===== src/rtl/clc_pkg.sv =====
// ----------------------------------------------------------------------------
// Combination lock controller package
// Shared types, register indexes and the 7-segment decode for the lock block.
// ----------------------------------------------------------------------------
package clc_pkg;

    localparam int DIGIT_W      = 4;
    localparam int TIMER_W      = 16;
    localparam int BEEP_W       = 4;
    localparam int SEG_W        = 7;
    localparam int NUM_DISPLAYS = 3;
    localparam int BUTTON_W     = 4;
    localparam int CFG_INDEX_W  = 3;
    localparam int CFG_DATA_W   = 16;

    // Configuration register indexes
    localparam logic [CFG_INDEX_W-1:0] CFG_CODE_DIGIT_ZERO = 3'd0;
    localparam logic [CFG_INDEX_W-1:0] CFG_CODE_DIGIT_ONE  = 3'd1;
    localparam logic [CFG_INDEX_W-1:0] CFG_CODE_DIGIT_TWO  = 3'd2;
    localparam logic [CFG_INDEX_W-1:0] CFG_TONE_TICKS      = 3'd3;
    localparam logic [CFG_INDEX_W-1:0] CFG_PAUSE_TICKS     = 3'd4;
    localparam logic [CFG_INDEX_W-1:0] CFG_OPEN_BEEPS      = 3'd5;
    localparam logic [CFG_INDEX_W-1:0] CFG_CLOSE_BEEPS     = 3'd6;
    localparam logic [CFG_INDEX_W-1:0] CFG_ALARM_BEEPS     = 3'd7;

    // Input word kinds
    localparam logic KIND_TICK   = 1'b0;
    localparam logic KIND_BUTTON = 1'b1;

    // Confirm button position within the button word
    localparam int CONFIRM_BIT = 3;

    typedef enum logic [1:0] {
        PH_IDLE  = 2'd0,
        PH_TONE  = 2'd1,
        PH_PAUSE = 2'd2
    } beep_phase_t;

    typedef struct packed {
        logic [DIGIT_W-1:0] code_digit_zero;
        logic [DIGIT_W-1:0] code_digit_one;
        logic [DIGIT_W-1:0] code_digit_two;
        logic [TIMER_W-1:0] tone_ticks;
        logic [TIMER_W-1:0] pause_ticks;
        logic [BEEP_W-1:0]  open_beeps;
        logic [BEEP_W-1:0]  close_beeps;
        logic [BEEP_W-1:0]  alarm_beeps;
    } cfg_t;

    typedef struct packed {
        logic                    tone_on;
        logic                    lock_open;
        logic [NUM_DISPLAYS-1:0] display_enable;
        logic [SEG_W-1:0]        segments;
    } result_t;

    // Segment pattern for a decimal digit, A in the top bit; blank above nine.
    function automatic logic [SEG_W-1:0] seg_decode(input logic [DIGIT_W-1:0] digit);
        logic [SEG_W-1:0] seg;
        unique case (digit)
            4'd0:    seg = 7'b1111110;
            4'd1:    seg = 7'b0110000;
            4'd2:    seg = 7'b1101101;
            4'd3:    seg = 7'b1111001;
            4'd4:    seg = 7'b0110011;
            4'd5:    seg = 7'b1011011;
            4'd6:    seg = 7'b1011111;
            4'd7:    seg = 7'b1110000;
            4'd8:    seg = 7'b1111111;
            4'd9:    seg = 7'b1111011;
            default: seg = '0;
        endcase
        return seg;
    endfunction

endpackage


===== src/rtl/clc_cfg_regs.sv =====
// ----------------------------------------------------------------------------
// Combination lock configuration registers
// Holds the secret code, the beep timing and the beep counts.
// ----------------------------------------------------------------------------
module clc_cfg_regs (
    input  logic                             aclk,
    input  logic                             aresetn,
    input  logic                             wr_en,
    input  logic [clc_pkg::CFG_INDEX_W-1:0]  wr_index,
    input  logic [clc_pkg::CFG_DATA_W-1:0]   wr_data,
    output clc_pkg::cfg_t                    cfg
);
    import clc_pkg::*;

    cfg_t cfg_reg;
    cfg_t cfg_next;

    always_comb begin
        cfg_next = cfg_reg;
        if (wr_en) begin
            unique case (wr_index)
                CFG_CODE_DIGIT_ZERO: cfg_next.code_digit_zero = wr_data[DIGIT_W-1:0];
                CFG_CODE_DIGIT_ONE:  cfg_next.code_digit_one  = wr_data[DIGIT_W-1:0];
                CFG_CODE_DIGIT_TWO:  cfg_next.code_digit_two  = wr_data[DIGIT_W-1:0];
                CFG_TONE_TICKS:      cfg_next.tone_ticks      = wr_data[TIMER_W-1:0];
                CFG_PAUSE_TICKS:     cfg_next.pause_ticks     = wr_data[TIMER_W-1:0];
                CFG_OPEN_BEEPS:      cfg_next.open_beeps      = wr_data[BEEP_W-1:0];
                CFG_CLOSE_BEEPS:     cfg_next.close_beeps     = wr_data[BEEP_W-1:0];
                CFG_ALARM_BEEPS:     cfg_next.alarm_beeps     = wr_data[BEEP_W-1:0];
                default:             cfg_next = cfg_reg;
            endcase
        end
    end

    always_ff @(posedge aclk) begin
        if (!aresetn) begin
            cfg_reg.code_digit_zero <= 4'd1;
            cfg_reg.code_digit_one  <= 4'd2;
            cfg_reg.code_digit_two  <= 4'd3;
            cfg_reg.tone_ticks      <= 16'd200;
            cfg_reg.pause_ticks     <= 16'd150;
            cfg_reg.open_beeps      <= 4'd2;
            cfg_reg.close_beeps     <= 4'd1;
            cfg_reg.alarm_beeps     <= 4'd10;
        end else begin
            cfg_reg <= cfg_next;
        end
    end

    assign cfg = cfg_reg;

endmodule


===== src/rtl/clc_core.sv =====
// ----------------------------------------------------------------------------
// Combination lock core
// Lock state, digit entry, display scan and beep sequencer, one word a cycle while item_en is high.
// ----------------------------------------------------------------------------
module clc_core (
    input  logic                            aclk,
    input  logic                            aresetn,
    input  logic                            item_en,
    input  logic                            item_kind,
    input  logic [clc_pkg::BUTTON_W-1:0]    item_buttons,
    input  clc_pkg::cfg_t                   cfg,
    output clc_pkg::result_t                result
);
    import clc_pkg::*;

    logic [DIGIT_W-1:0]      digit_reg [NUM_DISPLAYS];
    logic [DIGIT_W-1:0]      digit_next [NUM_DISPLAYS];
    logic [BUTTON_W-1:0]     prev_buttons_reg, prev_buttons_next;
    logic                    open_reg, open_next;
    logic [1:0]              disp_index_reg, disp_index_next;
    logic [SEG_W-1:0]        seg_reg, seg_next;
    logic [NUM_DISPLAYS-1:0] enable_reg, enable_next;
    logic [BEEP_W-1:0]       beeps_left_reg, beeps_left_next;
    logic [TIMER_W-1:0]      timer_reg, timer_next;
    beep_phase_t             phase_reg, phase_next;
    logic                    tone_reg, tone_next;

    logic [BUTTON_W-1:0]     falls;
    logic [TIMER_W-1:0]      timer_inc;
    logic [1:0]              scan_idx;
    logic                    code_match;

    assign falls     = prev_buttons_reg & ~item_buttons;
    assign timer_inc = timer_reg + 16'd1;
    // Index three never occurs; it is treated as display zero.
    assign scan_idx  = (disp_index_reg > 2'd2) ? 2'd0 : disp_index_reg;

    always_comb begin
        for (int k = 0; k < NUM_DISPLAYS; k++) begin
            digit_next[k] = digit_reg[k];
        end
        prev_buttons_next = prev_buttons_reg;
        open_next         = open_reg;
        disp_index_next   = disp_index_reg;
        seg_next          = seg_reg;
        enable_next       = enable_reg;
        beeps_left_next   = beeps_left_reg;
        timer_next        = timer_reg;
        phase_next        = phase_reg;
        tone_next         = tone_reg;
        code_match        = 1'b0;

        if (item_en && item_kind == KIND_BUTTON) begin
            for (int k = 0; k < NUM_DISPLAYS; k++) begin
                if (falls[k]) begin
                    digit_next[k] = (digit_reg[k] >= 4'd9) ? 4'd0 : digit_reg[k] + 4'd1;
                end
            end
            // The comparison sees digits already stepped by this same sample.
            code_match = (digit_next[0] == cfg.code_digit_zero) &&
                         (digit_next[1] == cfg.code_digit_one) &&
                         (digit_next[2] == cfg.code_digit_two);
            if (falls[CONFIRM_BIT]) begin
                if (code_match) begin
                    open_next       = ~open_reg;
                    timer_next      = '0;
                    phase_next      = PH_IDLE;
                    beeps_left_next = open_reg ? cfg.close_beeps : cfg.open_beeps;
                end else if (!open_reg) begin
                    timer_next      = '0;
                    phase_next      = PH_IDLE;
                    beeps_left_next = cfg.alarm_beeps;
                end
            end
            prev_buttons_next = item_buttons;
        end else if (item_en) begin
            seg_next        = seg_decode(digit_reg[scan_idx]);
            enable_next     = NUM_DISPLAYS'(3'b001 << scan_idx);
            disp_index_next = (scan_idx >= 2'd2) ? 2'd0 : scan_idx + 2'd1;

            if (beeps_left_reg != '0) begin
                timer_next = timer_inc;
                unique case (phase_reg)
                    PH_IDLE: begin
                        tone_next  = 1'b1;
                        phase_next = PH_TONE;
                        timer_next = '0;
                    end
                    PH_TONE: begin
                        if (timer_inc >= cfg.tone_ticks) begin
                            tone_next  = 1'b0;
                            phase_next = PH_PAUSE;
                            timer_next = '0;
                        end
                    end
                    PH_PAUSE: begin
                        if (timer_inc >= cfg.pause_ticks) begin
                            phase_next      = PH_IDLE;
                            timer_next      = '0;
                            beeps_left_next = beeps_left_reg - 4'd1;
                        end
                    end
                    default: timer_next = timer_inc;
                endcase
            end else begin
                tone_next  = 1'b0;
                phase_next = PH_IDLE;
            end
        end
    end

    always_ff @(posedge aclk) begin
        if (!aresetn) begin
            for (int k = 0; k < NUM_DISPLAYS; k++) begin
                digit_reg[k] <= '0;
            end
            prev_buttons_reg <= '1;
            open_reg         <= 1'b0;
            disp_index_reg   <= '0;
            seg_reg          <= '0;
            enable_reg       <= '0;
            beeps_left_reg   <= '0;
            timer_reg        <= '0;
            phase_reg        <= PH_IDLE;
            tone_reg         <= 1'b0;
        end else begin
            for (int k = 0; k < NUM_DISPLAYS; k++) begin
                digit_reg[k] <= digit_next[k];
            end
            prev_buttons_reg <= prev_buttons_next;
            open_reg         <= open_next;
            disp_index_reg   <= disp_index_next;
            seg_reg          <= seg_next;
            enable_reg       <= enable_next;
            beeps_left_reg   <= beeps_left_next;
            timer_reg        <= timer_next;
            phase_reg        <= phase_next;
            tone_reg         <= tone_next;
        end
    end

    // The result is the state as it stands after the current word.
    assign result.segments       = seg_next;
    assign result.display_enable = enable_next;
    assign result.lock_open      = open_next;
    assign result.tone_on        = tone_next;

    a_tone_phase_has_beeps: assert property (@(posedge aclk) disable iff (!aresetn)
        phase_reg == PH_TONE |-> beeps_left_reg != '0)
        else $error("tone phase entered with no beeps left");

    a_tick_enables_one: assert property (@(posedge aclk) disable iff (!aresetn)
        item_en && item_kind == KIND_TICK |=> $onehot(enable_reg))
        else $error("display scan did not select exactly one display");

    a_digits_decimal: assert property (@(posedge aclk) disable iff (!aresetn)
        digit_reg[0] <= 4'd9 && digit_reg[1] <= 4'd9 && digit_reg[2] <= 4'd9)
        else $error("entered digit left the decimal range");

endmodule


===== src/rtl/combination_lock_controller_unit.sv =====
// ----------------------------------------------------------------------------
// Combination lock controller unit
// Three-digit combination lock with display scan and beep sequencer.
// ----------------------------------------------------------------------------
// A word accepted into the input stage register moves on to the result stage register,
// which drives m_tdata. Throughput: one word per cycle while m_tready does not stall.
// The input and result registers form a two-stage pipeline; a new word is taken while a
// result waits on m_tready if the input stage is empty. The rate is set by the core update.
// Reset (aresetn low, synchronous) clears both pipeline stages, restores the
// register defaults (code 1-2-3, tone 200, pause 150, beeps 2/1/10) and closes the lock.
// ----------------------------------------------------------------------------
module combination_lock_controller_unit (
    input  logic                                aclk,
    input  logic                                aresetn,

    // Input stream: one word is either a millisecond tick or a button sample.
    input  logic                                s_tvalid,
    output logic                                s_tready,
    input  logic [7:0]                          s_tdata,   // [3:0] buttons, [7:4] zero
    input  logic                                s_tuser,   // [0] kind

    // Result stream: one word per input word.
    output logic                                m_tvalid,
    input  logic                                m_tready,
    output logic [15:0]                         m_tdata,   // [6:0] segments,
                                                           // [9:7] display_enable,
                                                           // [10] lock_open, [11] tone_on,
                                                           // [15:12] zero

    // Configuration write channel
    input  logic                                cfg_valid,
    output logic                                cfg_ready,
    input  logic [clc_pkg::CFG_INDEX_W-1:0]     cfg_index,
    input  logic [clc_pkg::CFG_DATA_W-1:0]      cfg_data
);
    import clc_pkg::*;

    // Input stage register.
    logic                in_valid_reg, in_valid_next;
    logic                in_kind_reg, in_kind_next;
    logic [BUTTON_W-1:0] in_buttons_reg, in_buttons_next;

    // Result stage register.
    logic                out_valid_reg, out_valid_next;
    result_t             out_data_reg, out_data_next;

    logic                s_accept;
    logic                advance;
    cfg_t                cfg;
    result_t             core_result;

    // The configuration registers never stall a write.
    assign cfg_ready = 1'b1;

    // A word moves from the input stage to the result stage whenever the result
    // stage is empty or is being emptied in this same cycle.
    assign advance  = in_valid_reg && (!out_valid_reg || m_tready);
    assign s_tready = !in_valid_reg || advance;
    assign s_accept = s_tvalid && s_tready;

    clc_cfg_regs u_cfg_regs (
        .aclk     (aclk),
        .aresetn  (aresetn),
        .wr_en    (cfg_valid && cfg_ready),
        .wr_index (cfg_index),
        .wr_data  (cfg_data),
        .cfg      (cfg)
    );

    // The core updates its state exactly when a word leaves the input stage.
    clc_core u_core (
        .aclk         (aclk),
        .aresetn      (aresetn),
        .item_en      (advance),
        .item_kind    (in_kind_reg),
        .item_buttons (in_buttons_reg),
        .cfg          (cfg),
        .result       (core_result)
    );

    always_comb begin
        in_kind_next    = in_kind_reg;
        in_buttons_next = in_buttons_reg;
        if (s_accept) begin
            in_valid_next   = 1'b1;
            in_kind_next    = s_tuser;
            in_buttons_next = s_tdata[BUTTON_W-1:0];
        end else if (advance) begin
            in_valid_next = 1'b0;
        end else begin
            in_valid_next = in_valid_reg;
        end
    end

    always_comb begin
        out_data_next = out_data_reg;
        if (advance) begin
            out_valid_next = 1'b1;
            out_data_next  = core_result;
        end else if (m_tready) begin
            out_valid_next = 1'b0;
        end else begin
            out_valid_next = out_valid_reg;
        end
    end

    always_ff @(posedge aclk) begin
        if (!aresetn) begin
            in_valid_reg  <= 1'b0;
            out_valid_reg <= 1'b0;
        end else begin
            in_valid_reg  <= in_valid_next;
            out_valid_reg <= out_valid_next;
        end
    end

    // Payload registers carry no reset.
    always_ff @(posedge aclk) begin
        in_kind_reg    <= in_kind_next;
        in_buttons_reg <= in_buttons_next;
        out_data_reg   <= out_data_next;
    end

    assign m_tvalid = out_valid_reg;
    assign m_tdata  = {4'b0000, out_data_reg.tone_on, out_data_reg.lock_open,
                       out_data_reg.display_enable, out_data_reg.segments};

    a_stall_only_when_full: assert property (@(posedge aclk) disable iff (!aresetn)
        !s_tready |-> (in_valid_reg && out_valid_reg && !m_tready))
        else $error("input stalled while the pipeline had room");

    a_result_from_input_stage: assert property (@(posedge aclk) disable iff (!aresetn)
        $rose(m_tvalid) |-> $past(in_valid_reg))
        else $error("result appeared without a word in the input stage");

    a_enable_at_most_one: assert property (@(posedge aclk) disable iff (!aresetn)
        out_valid_reg |-> $onehot0(out_data_reg.display_enable))
        else $error("more than one display enabled in a result word");

endmodule


===== config.mk =====
export PLATFORM = sky130hd
export DESIGN_NAME = combination_lock_controller_unit
export DESIGN_NICKNAME = d
export VERILOG_FILES = /design/src/rtl/clc_pkg.sv /design/src/rtl/clc_cfg_regs.sv /design/src/rtl/clc_core.sv /design/src/rtl/combination_lock_controller_unit.sv
export SDC_FILE = /design/constraint.sdc
export NUM_CORES = 1
export LEC_CHECK = 0
export BUFFER_PORTS_ARGS = -buffer_cell sky130_fd_sc_hd__buf_2
export CAP_MARGIN = 0
export CORE_MARGIN = 8
export CORE_UTILIZATION = 45
export DETAILED_ROUTE_END_ITERATION = 7
export GPL_TIMING_DRIVEN = 1
export PLACE_DENSITY = 0.68
export SYNTH_ARGS = -nofsm -noshare
export SYNTH_HDL_FRONTEND = slang
export SYNTH_SLANG_ARGS = --single-unit

===== constraint.sdc =====
create_clock -name aclk -period 8.6 [get_ports aclk]
set_input_delay 1.29 -clock aclk [delete_from_list [all_inputs] [get_ports aclk]]
set_output_delay 1.29 -clock aclk [all_outputs]
set_load 0.005 [all_outputs]

Yosys cells after proc, flatten, opt, wreduce, memory -nomap -nowiden:

Memory sizes are Yosys's and may differ from the RTL's.
Cells that the tools add are included.

* $lt $le $gt $ge: 7
* reduce and logical (&&, ||, !) cells: 30
* bitwise gates (word level): 7
* add/sub/neg operators: 6
* mux-type cells: 60
* equality and inequality tests: 17
* shifts and indexed selects: 1

Operators by type and width (count)
* $mux 16: 8
* $mux 4: 21
* $pmux 16 s3: 1
* $ge 16x16->1: 2
* $mux 2: 10
* $reduce_and 2->1: 9
* $add 16x1->16 const B: 1
* $mux 7: 2
* $mux 1: 13
* $add 4x1->4 const B: 3
* $eq 3x3->1 const B: 4
* $eq 4x4->1: 3
* $ge 4x4->1 const B: 3
* $mux 12: 1
* $reduce_and 6->1: 2
* $reduce_bool 2->1: 6
* $ne 4x3->1 const B: 2
* $eq 3x2->1 const B: 2
* $mux 3: 2
* $pmux 2 s3: 1
* $logic_and 1x1->1: 5
* $ne 5x4->1 const B: 1
* $and 4x4->4: 1
* $not 4->4: 1
* other kinds (19): 24

* flip-flop bits (word level): 115
* bits of input ports: 33
* bits in read-only memories: 112
* memories: 2
* RAM bits: 12
* word-level logic and storage cells: 155

Memories
* (no name shown): depth 16, width 7, rd ports 1, clocked after memory_dff 0, write ports 0, line clc_pkg.sv:60 `unique case (digit)`
* u_core.digit_reg: depth 3, width 4, rd ports 4, clocked after memory_dff 0, write ports 3, line clc_core.sv:16 `logic [DIGIT_W-1:0] digit_reg [NUM_DISPLAYS];`

Logic depth before layout (Yosys ltp):

Gate-level depths: netlist of run 1.

* depth after elaboration: 11
* gate-level depth with buffers: 17
* depth with buffers taken out: 17

By module:

A second synthesis of run 1 with hierarchy kept.

* cells, all modules: 818
* area total of the unflattened synthesis: 7273.2 sq um

Modules (own cells, without submodules)
* clc_core: area an instance 4336.7 sq um, instances 1, seq. area each 1041.0 sq um, cells each 566
* clc_cfg_regs: area an instance 2277.2 sq um, instances 1, seq. area each 1121.1 sq um, cells each 219
* combination_lock_controller_unit: area an instance 659.4 sq um, instances 1, seq. area each 550.5 sq um, cells each 33

Worst setup path after synthesis of run 1:

OpenSTA, ideal clock, no wires.

* path kind: reg-to-reg
* start: reg u_core.timer_reg[0]
* end: reg u_core.timer_reg[5]
* required time: 8542 ps
* path buffers: 0
* stages on the path, launching flop included: 18
* setup slack: 4942 ps
* data arrival time: 3600 ps
* cells stage by stage: dfxtp_1 nand3_1 nor2_1 and3_1 and3_1 and3_1 nand3_1 xnor2_1 ha_1 a21o_1 a21o_1 a221o_1 a211oi_1 and2_1 o31a_1 nand2_1 nor3b_1 a211o_1

* word-level cells in the longest chain between the ends: 7
* elaborated cells between the ends (all ways): 9
* classes of those cells: add/sub: 1; order compare: 2; mux: 6

Ends and longest elaborated chain
* start: declaration: line clc_core.sv:24 `logic [TIMER_W-1:0] timer_reg, timer_next;`
* start signal: assignment: line clc_core.sv:136 `timer_reg <= timer_next;`
* $add 16x1->16 (*): line clc_core.sv:34 `assign timer_inc = timer_reg + 16'd1;`
* $ge 16x16->1, on equally long branches: line clc_core.sv:97, clc_core.sv:90
* $mux 16, on equally long branches: line clc_core.sv:97, clc_core.sv:90
* $pmux 16 s3 (*): line clc_core.sv:83 `unique case (phase_reg)`
* $mux 16 (*): line clc_core.sv:81 `if (beeps_left_reg != '0) begin`
* $mux 16 (*): line clc_core.sv:76 `end else if (item_en) begin`
* $mux 16 (*): line clc_core.sv:53 `if (item_en && item_kind == KIND_BUTTON) begin`

Every way passes the cells marked *; elsewhere a longest branch is shown, timed or not. The select of a mux whose other input is x is not followed.
A chain may end at the register's enable or synchronous reset.

Worst setup path in the final report of run 1:

Ends and elaborated chain as after synthesis.

==> qor.csv, run 1 <==
stage,metric,value,unit
run_status,status,"finished, final reports clean",
clock_network,CTS Hold Buffers Added,0,
floorplan,area of the core,0.0153,sq mm
worst_setup_path,CP Class,reg -> reg,
worst_setup_path,Critical Path End Type,register,
clock_network,H-Tree Depth,4,
final_layout,Syn-to-layout area delta,13.1,%
worst_setup_path,cell breakdown of the critical path,nand3_1 -> nor2_1 -> and3_1 -> and3_1 -> and3_1 -> nand3_1 -> xnor2_1 -> ha_1 -> a21o_1 -> a21o_1 -> a221o_1 -> a211oi_1 -> and2_1 -> o31a_1 -> nand2_1 -> nor4_1 -> a211o_1,
run,max-cap violation count,0,
timing,RSZ-0062 raised after global routing,no,
route,drt initial violations,321,
route,WL/cell,14.7,microns
final_layout,antenna cells,0,
place,placement-stage cell area,0.00734,sq mm
worst_setup_path,"Largest stage delay, worst path",0.47,ns
yosys,"Top FF cell, synth",dfxtp_1,
timing,final hold violation count,0,
pwr,Static Leak,3.32,nW
timing,post-route clock period utilization,52.2,%
place,placed insts,1034,
yosys,Post-synth EDFFs,17,
final_layout,design area,0.00795,sq mm
route,average vias per placed instance,5.25,
global_route,gr usage total,16.4,%
route,post-route ant nets,0,
place,PortBufs,42,
clock_network,clock sinks,127,
yosys,area of the mapped netlist,0.00703,sq mm
clock_network,post-CTS setup buffers,0,
clock_network,cts bufs inserted,17,
global_route,largest net degree at the start of global routing,68,
timing,max-slew violation count,0,
global_route,grt ovf,0,
route,drt total wl,15.6,mm
floorplan,chip height,141,microns
final_layout,Total Nets Final,932,
route,Via Count,5594,
yosys,yosys warns,0,
timing,Setup TNS Final,0,ns
global_route,vias in the first global route,5266,
yosys,fraction of synthesized area in multiplexers,5.52,%
timing,Fmax achieved,0.223,GHz
timing,Final Setup Violations,0,
final_layout,"commonest non-fill, non-tap cell in the layout",nand2_1,
yosys,xor/xnor share of the synthesized area,1.25,%
final_layout,Largest register FFs,56,
yosys,post-synthesis compound-gate area fraction,16.6,%
worst_setup_path,CP most frequent cell,and3_1,
final_layout,Post-Layout Cell Count,1065,
worst_setup_path,Worst EP arrival,4.86,ns
clock_network,Resized Gates After CTS,0,
timing,Hold Slack,0.450,ns
pwr,PD cells,182,mW/mm^2
floorplan,Initial Util,46.1,%
final_layout,"commonest non-fill, non-tap cells in the layout","nand2_1 (125), dfxtp_1 (110), a21oi_1 (69)",
pwr,Peak VDD IR,0.134,mV
yosys,combinational family with the most area after synthesis,simple AND/OR/NAND/NOR gates,
clock_network,clk slew on worst S/H paths,0.06,ns
route,DRT Pass-1 Iters,4,
yosys,Seq cells post-synth,127,
worst_setup_path,critical path required time,8.97,ns
timing,Worst-Margin Slew,0.849,ns
floorplan,Die Span X,141,microns
timing,Layout Skew,0.00996,ns
clock_network,Clock Path Buffers,2,
final_layout,Final Util,52.1,%
worst_setup_path,startpoint types,register,
worst_hold_path,Hold/Removal Path Class,reg -> reg,
floorplan,total die area,0.0199,sq mm
worst_setup_path,Critical Path Fanout Max,10,
yosys,post-synthesis cell count,813,
timing,slew margin rel.,43.0,%
yosys,Synth async-reset ratio,0,%
global_route,first-pass GRT wire length,26.3,mm
timing,fin crit period,4.49,ns
place,post-DP HPWL,11.0,mm
global_route,initial antenna violation count,0,
floorplan,I/O pin total,52,
yosys,Synth Area in Adders,10.1,%
route,Residual DRC,0,
worst_setup_path,Critical Path Slowest Stage Cell,dfxtp_1,
clock_network,CTS tree,done,
yosys,sequential share of the synthesized area,38.6,%
clock_network,Root Driver,clkbuf_16,
yosys,Mean Syn Cell Area,8.64,sq um
place,Final GP Congestion,0.812,
floorplan,Std-Cell Rows,45,
final_layout,layout cells sized above 1,12.5,%
yosys,Netlist cell types,74,
yosys,post-synthesis simple-gate area fraction,22.3,%
clock_network,clock latency on the worst-skew pair,0.42,ns
## metal layers
| layer | global-route usage, % | vias to the layer above | part of all wire (%) |
|---|---|---|---|
| met5 | 0 | - | 0 |
| met4 | 6.05 | 0 | 1.6 |
| met3 | 3.51 | 20 | 4.6 |
| met2 | 25.4 | 108 | 44 |
| met1 | 22.0 | 2588 | 50 |
| li1 | - | 2878 | - |
## cell usage after synthesis (all sizes together) (6+ instances only)
library cell | count | area [sq um]
nand4 | 8 | 56.3
a21o | 12 | 90.1
ha | 57 | 713
a21oi | 70 | 362
nand3 | 21 | 105
nor2 | 57 | 221
buf | 12 | 96.3
a211oi | 10 | 90.1
inv | 50 | 188
and2 | 14 | 88.8
dfxtp | 110 | 2200
mux2 | 6 | 67.6
edfxtp | 17 | 510
o21a | 7 | 52.6
o21ai | 22 | 110
nand2b | 26 | 163
mux2i | 32 | 320
nor2b | 11 | 68.8
a22oi | 6 | 45.0
nand2 | 125 | 469
and3 | 17 | 115
or3 | 6 | 38.8
xnor2 | 7 | 61.3
clkbuf | 26 | 97.6
nor3 | 11 | 60.1
o211ai | 9 | 67.6
## layout make-up
| class | count | area (sq um) |
|---|---|---|
| fill | 1447 | 7310 |
| multi-input combinational | 600 | 3940 |
| sequential | 127 | 2710 |
| clock buffer | 27 | 534 |
| tap | 211 | 264 |
| timing repair buffer | 45 | 233 |
| inverter | 51 | 191 |
| clock inverter | 4 | 72.6 |
## path summary, 6_finish.rpt
check        slack, ns  cells past startpoint                  end                 from
min               0.45                      2   u_cfg_regs.cfg[43]   u_cfg_regs.cfg[43]
min reg2reg       0.45                      2   u_cfg_regs.cfg[43]   u_cfg_regs.cfg[43]
max reg2reg       4.11                     17  u_core.timer_reg[5]  u_core.timer_reg[0]
max               4.11                     17  u_core.timer_reg[5]  u_core.timer_reg[0]
## critical path: cells and delay by family, from the launching register on
family          cells  cell delay, ns
fa+ha+maj           1            0.30
xor+xnor            1            0.27
compound gates      6            1.43
flops               1            0.47
simple gates        9            1.96
## power breakdown
part | internal (mW) | leakage [nW] | switching (mW)
Combinational | 0.0333 | 1.97 | 0.0558
Sequential | 0.617 | 1.05 | 0.00883
Clock | 0.481 | 0.295 | 0.252
## cell families after synthesis
| logic type | Yosys count |
|---|---|
| adder cells (fa/ha/maj) | 57 |
| flip-flops | 127 |
| multiplexers | 38 |
| AO/OA/AOI/OAI | 174 |
| other | 2 |
| AND/OR/NAND/NOR | 316 |
| buffers and inverters | 89 |
| XOR/XNOR | 10 |
## stage by stage
stage | power (mW) | setup slack, ns
after global routing | 1.50 | 3.78
after global placement | 0.726 | 4.18
after CTS | 1.46 | 4.12
after detailed placement | 0.728 | 4.14
final | 1.45 | 4.11
after floorplan | 0.701 | 4.94
(Power assumes the default switching activity.)
==> inputs of run 2 (changes only) <==
--- a/config.mk
+++ b/config.mk
@@ -5,6 +5,7 @@
 export SDC_FILE = /design/constraint.sdc
 export NUM_CORES = 1
 export LEC_CHECK = 0
+export ABC_AREA = 1
 export BUFFER_PORTS_ARGS = -buffer_cell sky130_fd_sc_hd__buf_2
 export CAP_MARGIN = 0
 export CORE_MARGIN = 8
==> constraint.sdc (replaced) <==
create_clock -name aclk -period 4.4 [get_ports aclk]
set_input_delay 0.66 -clock aclk [delete_from_list [all_inputs] [get_ports aclk]]
set_output_delay 0.66 -clock aclk [all_outputs]
set_load 0.005 [all_outputs]
==> run 2 against run 1 <==
Compared with the run above: critical path depth unchanged; largest power group unchanged; worst hold slack got worse by 0.029 ns; combinational power grew to 2.9 times the previous value.
==> qor.csv, run 2 <==
stage,metric,value,unit
run_status,status,"finished, final reports clean",
final_layout,design area,0.00792,sq mm
worst_setup_path,Critical Path End Type,register,
floorplan,Die Span X,141,microns
clock_network,H-Tree Depth,4,
clock_network,post-CTS setup buffers,0,
timing,Layout Skew,0.00653,ns
clock_network,cts bufs inserted,17,
place,post-DP HPWL,10.8,mm
clock_network,Resized Gates After CTS,0,
timing,Final Setup Violations,0,
global_route,gr usage total,16.2,%
yosys,Seq cells post-synth,127,
place,Final GP Congestion,0.834,
route,DRT Pass-1 Iters,5,
worst_setup_path,startpoint types,register,
route,Via Count,5832,
timing,fin crit period,3.50,ns
worst_setup_path,end point of the critical path,u_core.timer_reg[8],
place,placement-stage cell area,0.00731,sq mm
clock_network,clock latency on the worst-skew pair,0.41,ns
timing,post-route clock period utilization,79.5,%
floorplan,Initial Util,46.0,%
pwr,Peak VDD IR,0.276,mV
pwr,Psw,0.694,mW
place,placed insts,1153,
route,average vias per placed instance,4.92,
route,post-route ant nets,0,
final_layout,"commonest non-fill, non-tap cell in the layout",nand2_1,
worst_setup_path,CP Class,reg -> reg,
clock_network,clock sinks,127,
pwr,internal power,2.22,mW
worst_setup_path,Critical Path Fanout Max,16,
global_route,grt ovf,0,
floorplan,I/O pin total,52,
pwr,switching share of total power,23.8,%
floorplan,total die area,0.0198,sq mm
worst_setup_path,R2R depth,17,
global_route,vias in the first global route,5577,
pwr,Clock power frac,48.7,%
place,PortBufs,42,
yosys,Mean Syn Cell Area,7.38,sq um
clock_network,Root Driver,clkbuf_16,
global_route,initial antenna violation count,0,
pwr,PD cells,369,mW/mm^2
yosys,area of the mapped netlist,0.00699,sq mm
timing,slew margin rel.,45.8,%
final_layout,Reg area,0.00271,sq mm
final_layout,Syn-to-layout area delta,13.3,%
global_route,first-pass GRT wire length,26.3,mm
pwr,Seq pwr share,42.7,%
worst_setup_path,critical path required time,4.74,ns
worst_setup_path,Worst EP arrival,3.84,ns
global_route,largest net degree at the start of global routing,73,
yosys,"Top FF cell, synth",dfxtp_1,
pwr,Comb pwr share,8.7,%
worst_setup_path,Critical R2R Launch,u_core.timer_reg[0],
clock_network,clk slew on worst S/H paths,0.06,ns
yosys,post-synth top area share,31.5,%
route,drt total wl,15.2,mm
worst_setup_path,R2R Setup Slk,0.90,ns
final_layout,layout cells sized above 1,12.3,%
clock_network,CTS tree,done,
floorplan,chip height,141,microns
run,max-cap violation count,0,
yosys,Post-synth EDFFs,17,
yosys,Netlist cell types,38,
yosys,commonest cells in the netlist,"nand2_1 (219), inv_1 (123), dfxtp_1 (110), nor2_1 (85), a21oi_1 (82)",
clock_network,CTS Hold Buffers Added,0,
timing,final hold violation count,0,
final_layout,Largest register FFs,56,
route,drt initial violations,370,
worst_setup_path,FF-to-FF End,u_core.timer_reg[8],
final_layout,Total Nets Final,1074,
worst_hold_path,Hold/Removal Path Class,in -> reg,
final_layout,Post-Layout Cell Count,1185,
worst_setup_path,CP startpoint,u_core.timer_reg[0],
final_layout,Fillers,1456,
timing,Fmax achieved,0.286,GHz
yosys,post-synthesis cell count,947,
pwr,Static Leak,3.68,nW
route,Residual DRC,0,
timing,RSZ-0062 raised after global routing,no,
final_layout,"commonest non-fill, non-tap cells in the layout","nand2_1 (219), inv_1 (123), dfxtp_1 (110)",
final_layout,antenna cells,0,
route,WL/cell,12.8,microns
yosys,sequential share of the synthesized area,38.8,%
floorplan,Std-Cell Rows,45,
clock_network,Clock Path Buffers,2,
yosys,"count leader, synth",nand2_1,
yosys,Area contributors post-synth,"dfxtp_1 (32%), nand2_1 (12%), ha_1 (10%)",
floorplan,area of the core,0.0152,sq mm
yosys,yosys warns,0,
yosys,post-synth top area cell,dfxtp_1,
timing,Setup TNS Final,0,ns
timing,max-slew violation count,0,
yosys,Synth async-reset ratio,0,%
timing,Worst-Margin Slew,0.811,ns
final_layout,multi-input logic area,0.00366,sq mm
## run 2: worst min-delay path by stage
stage,from,endpoint,slack [ns],cells past startpoint
final,s_tdata[3],in_buttons_reg[3],0.42,1
after global routing,s_tdata[1],in_buttons_reg[1],0.41,1
after CTS,s_tuser,in_kind_reg,0.41,1
after detailed placement,u_cfg_regs.cfg[0],u_cfg_regs.cfg[0],0.45,2
after global placement,u_cfg_regs.cfg[0],u_cfg_regs.cfg[0],0.44,2
after floorplan,u_cfg_regs.cfg[11],u_cfg_regs.cfg[11],0.42,2
## run 2: per-stage QoR
step / hold slack, ns / utilization [%] / setup WS [ns] / power [mW]
3_3_place_gp: 0.444 / 48.1 / 0.965 / 1.52
3_5_place_dp: 0.451 / 48.1 / 0.942 / 1.52
2_1_floorplan: 0.424 / - / 1.56 / 1.45
6_report: 0.421 / 52.1 / 0.903 / 2.92
4_1_cts: 0.408 / 52.1 / 0.911 / 2.94
5_1_grt: 0.410 / 52.1 / 0.478 / 3.04
## run 2: layer usage
layer	vias up	global-route usage [%]	share of wire [%]
li1	3118	-	-
met1	2613	20.7	50
met2	84	26.6	46
met3	17	3.68	3.5
met4	0	5.15	1.3
met5	-	0	0
## run 2: critical path: stages, from the launching register on
cell	delay, ns
dfxtp_1	0.43
ha_1	0.22
nand2_1	0.06
nor2_1	0.19
nand4_1	0.13
nand3b_1	0.23
nor2_1	0.16
xor2_1	0.25
ha_1	0.28
nand2_1	0.10
o21ai_0	0.10
a21oi_1	0.26
nand4_1	0.17
nand3b_1	0.11
nand2_1	0.05
inv_1	0.42
nand2_1	0.13
a21oi_2	0.14
## run 2: area by class of cell
| class | instances | share of cell area [%] |
|---|---|---|
| multi-input cells | 666 | 46.3 |
| flip-flops and latches | 127 | 34.3 |
| inverters | 128 | 6.07 |
| clock buffers | 22 | 5.86 |
| well taps | 188 | 2.97 |
| repair buffers | 44 | 2.85 |
| clock inverters | 10 | 1.72 |
## run 2: cell families after synthesis
group / after synthesis / synth area share (%)
AND/OR/NAND/NOR: 400 / 25.1
AO/OA/AOI/OAI: 188 / 14.8
buffers and inverters: 157 / 8.95
flip-flops: 127 / 38.8
adder cells (fa/ha/maj): 57 / 10.2
XOR/XNOR: 16 / 2.01
other: 2 / 0.107
## run 2: power groups by stage
| stage | sequential (mW) | combinational (mW) | clock (mW) |
|---|---|---|---|
| CTS | 1.24 | 0.256 | 1.44 |
| global placement | 1.27 | 0.250 | 0 |
| global route | 1.25 | 0.295 | 1.50 |
| floorplan | 1.26 | 0.188 | 0 |
| finish | 1.24 | 0.254 | 1.42 |
| detailed placement | 1.27 | 0.253 | 0 |
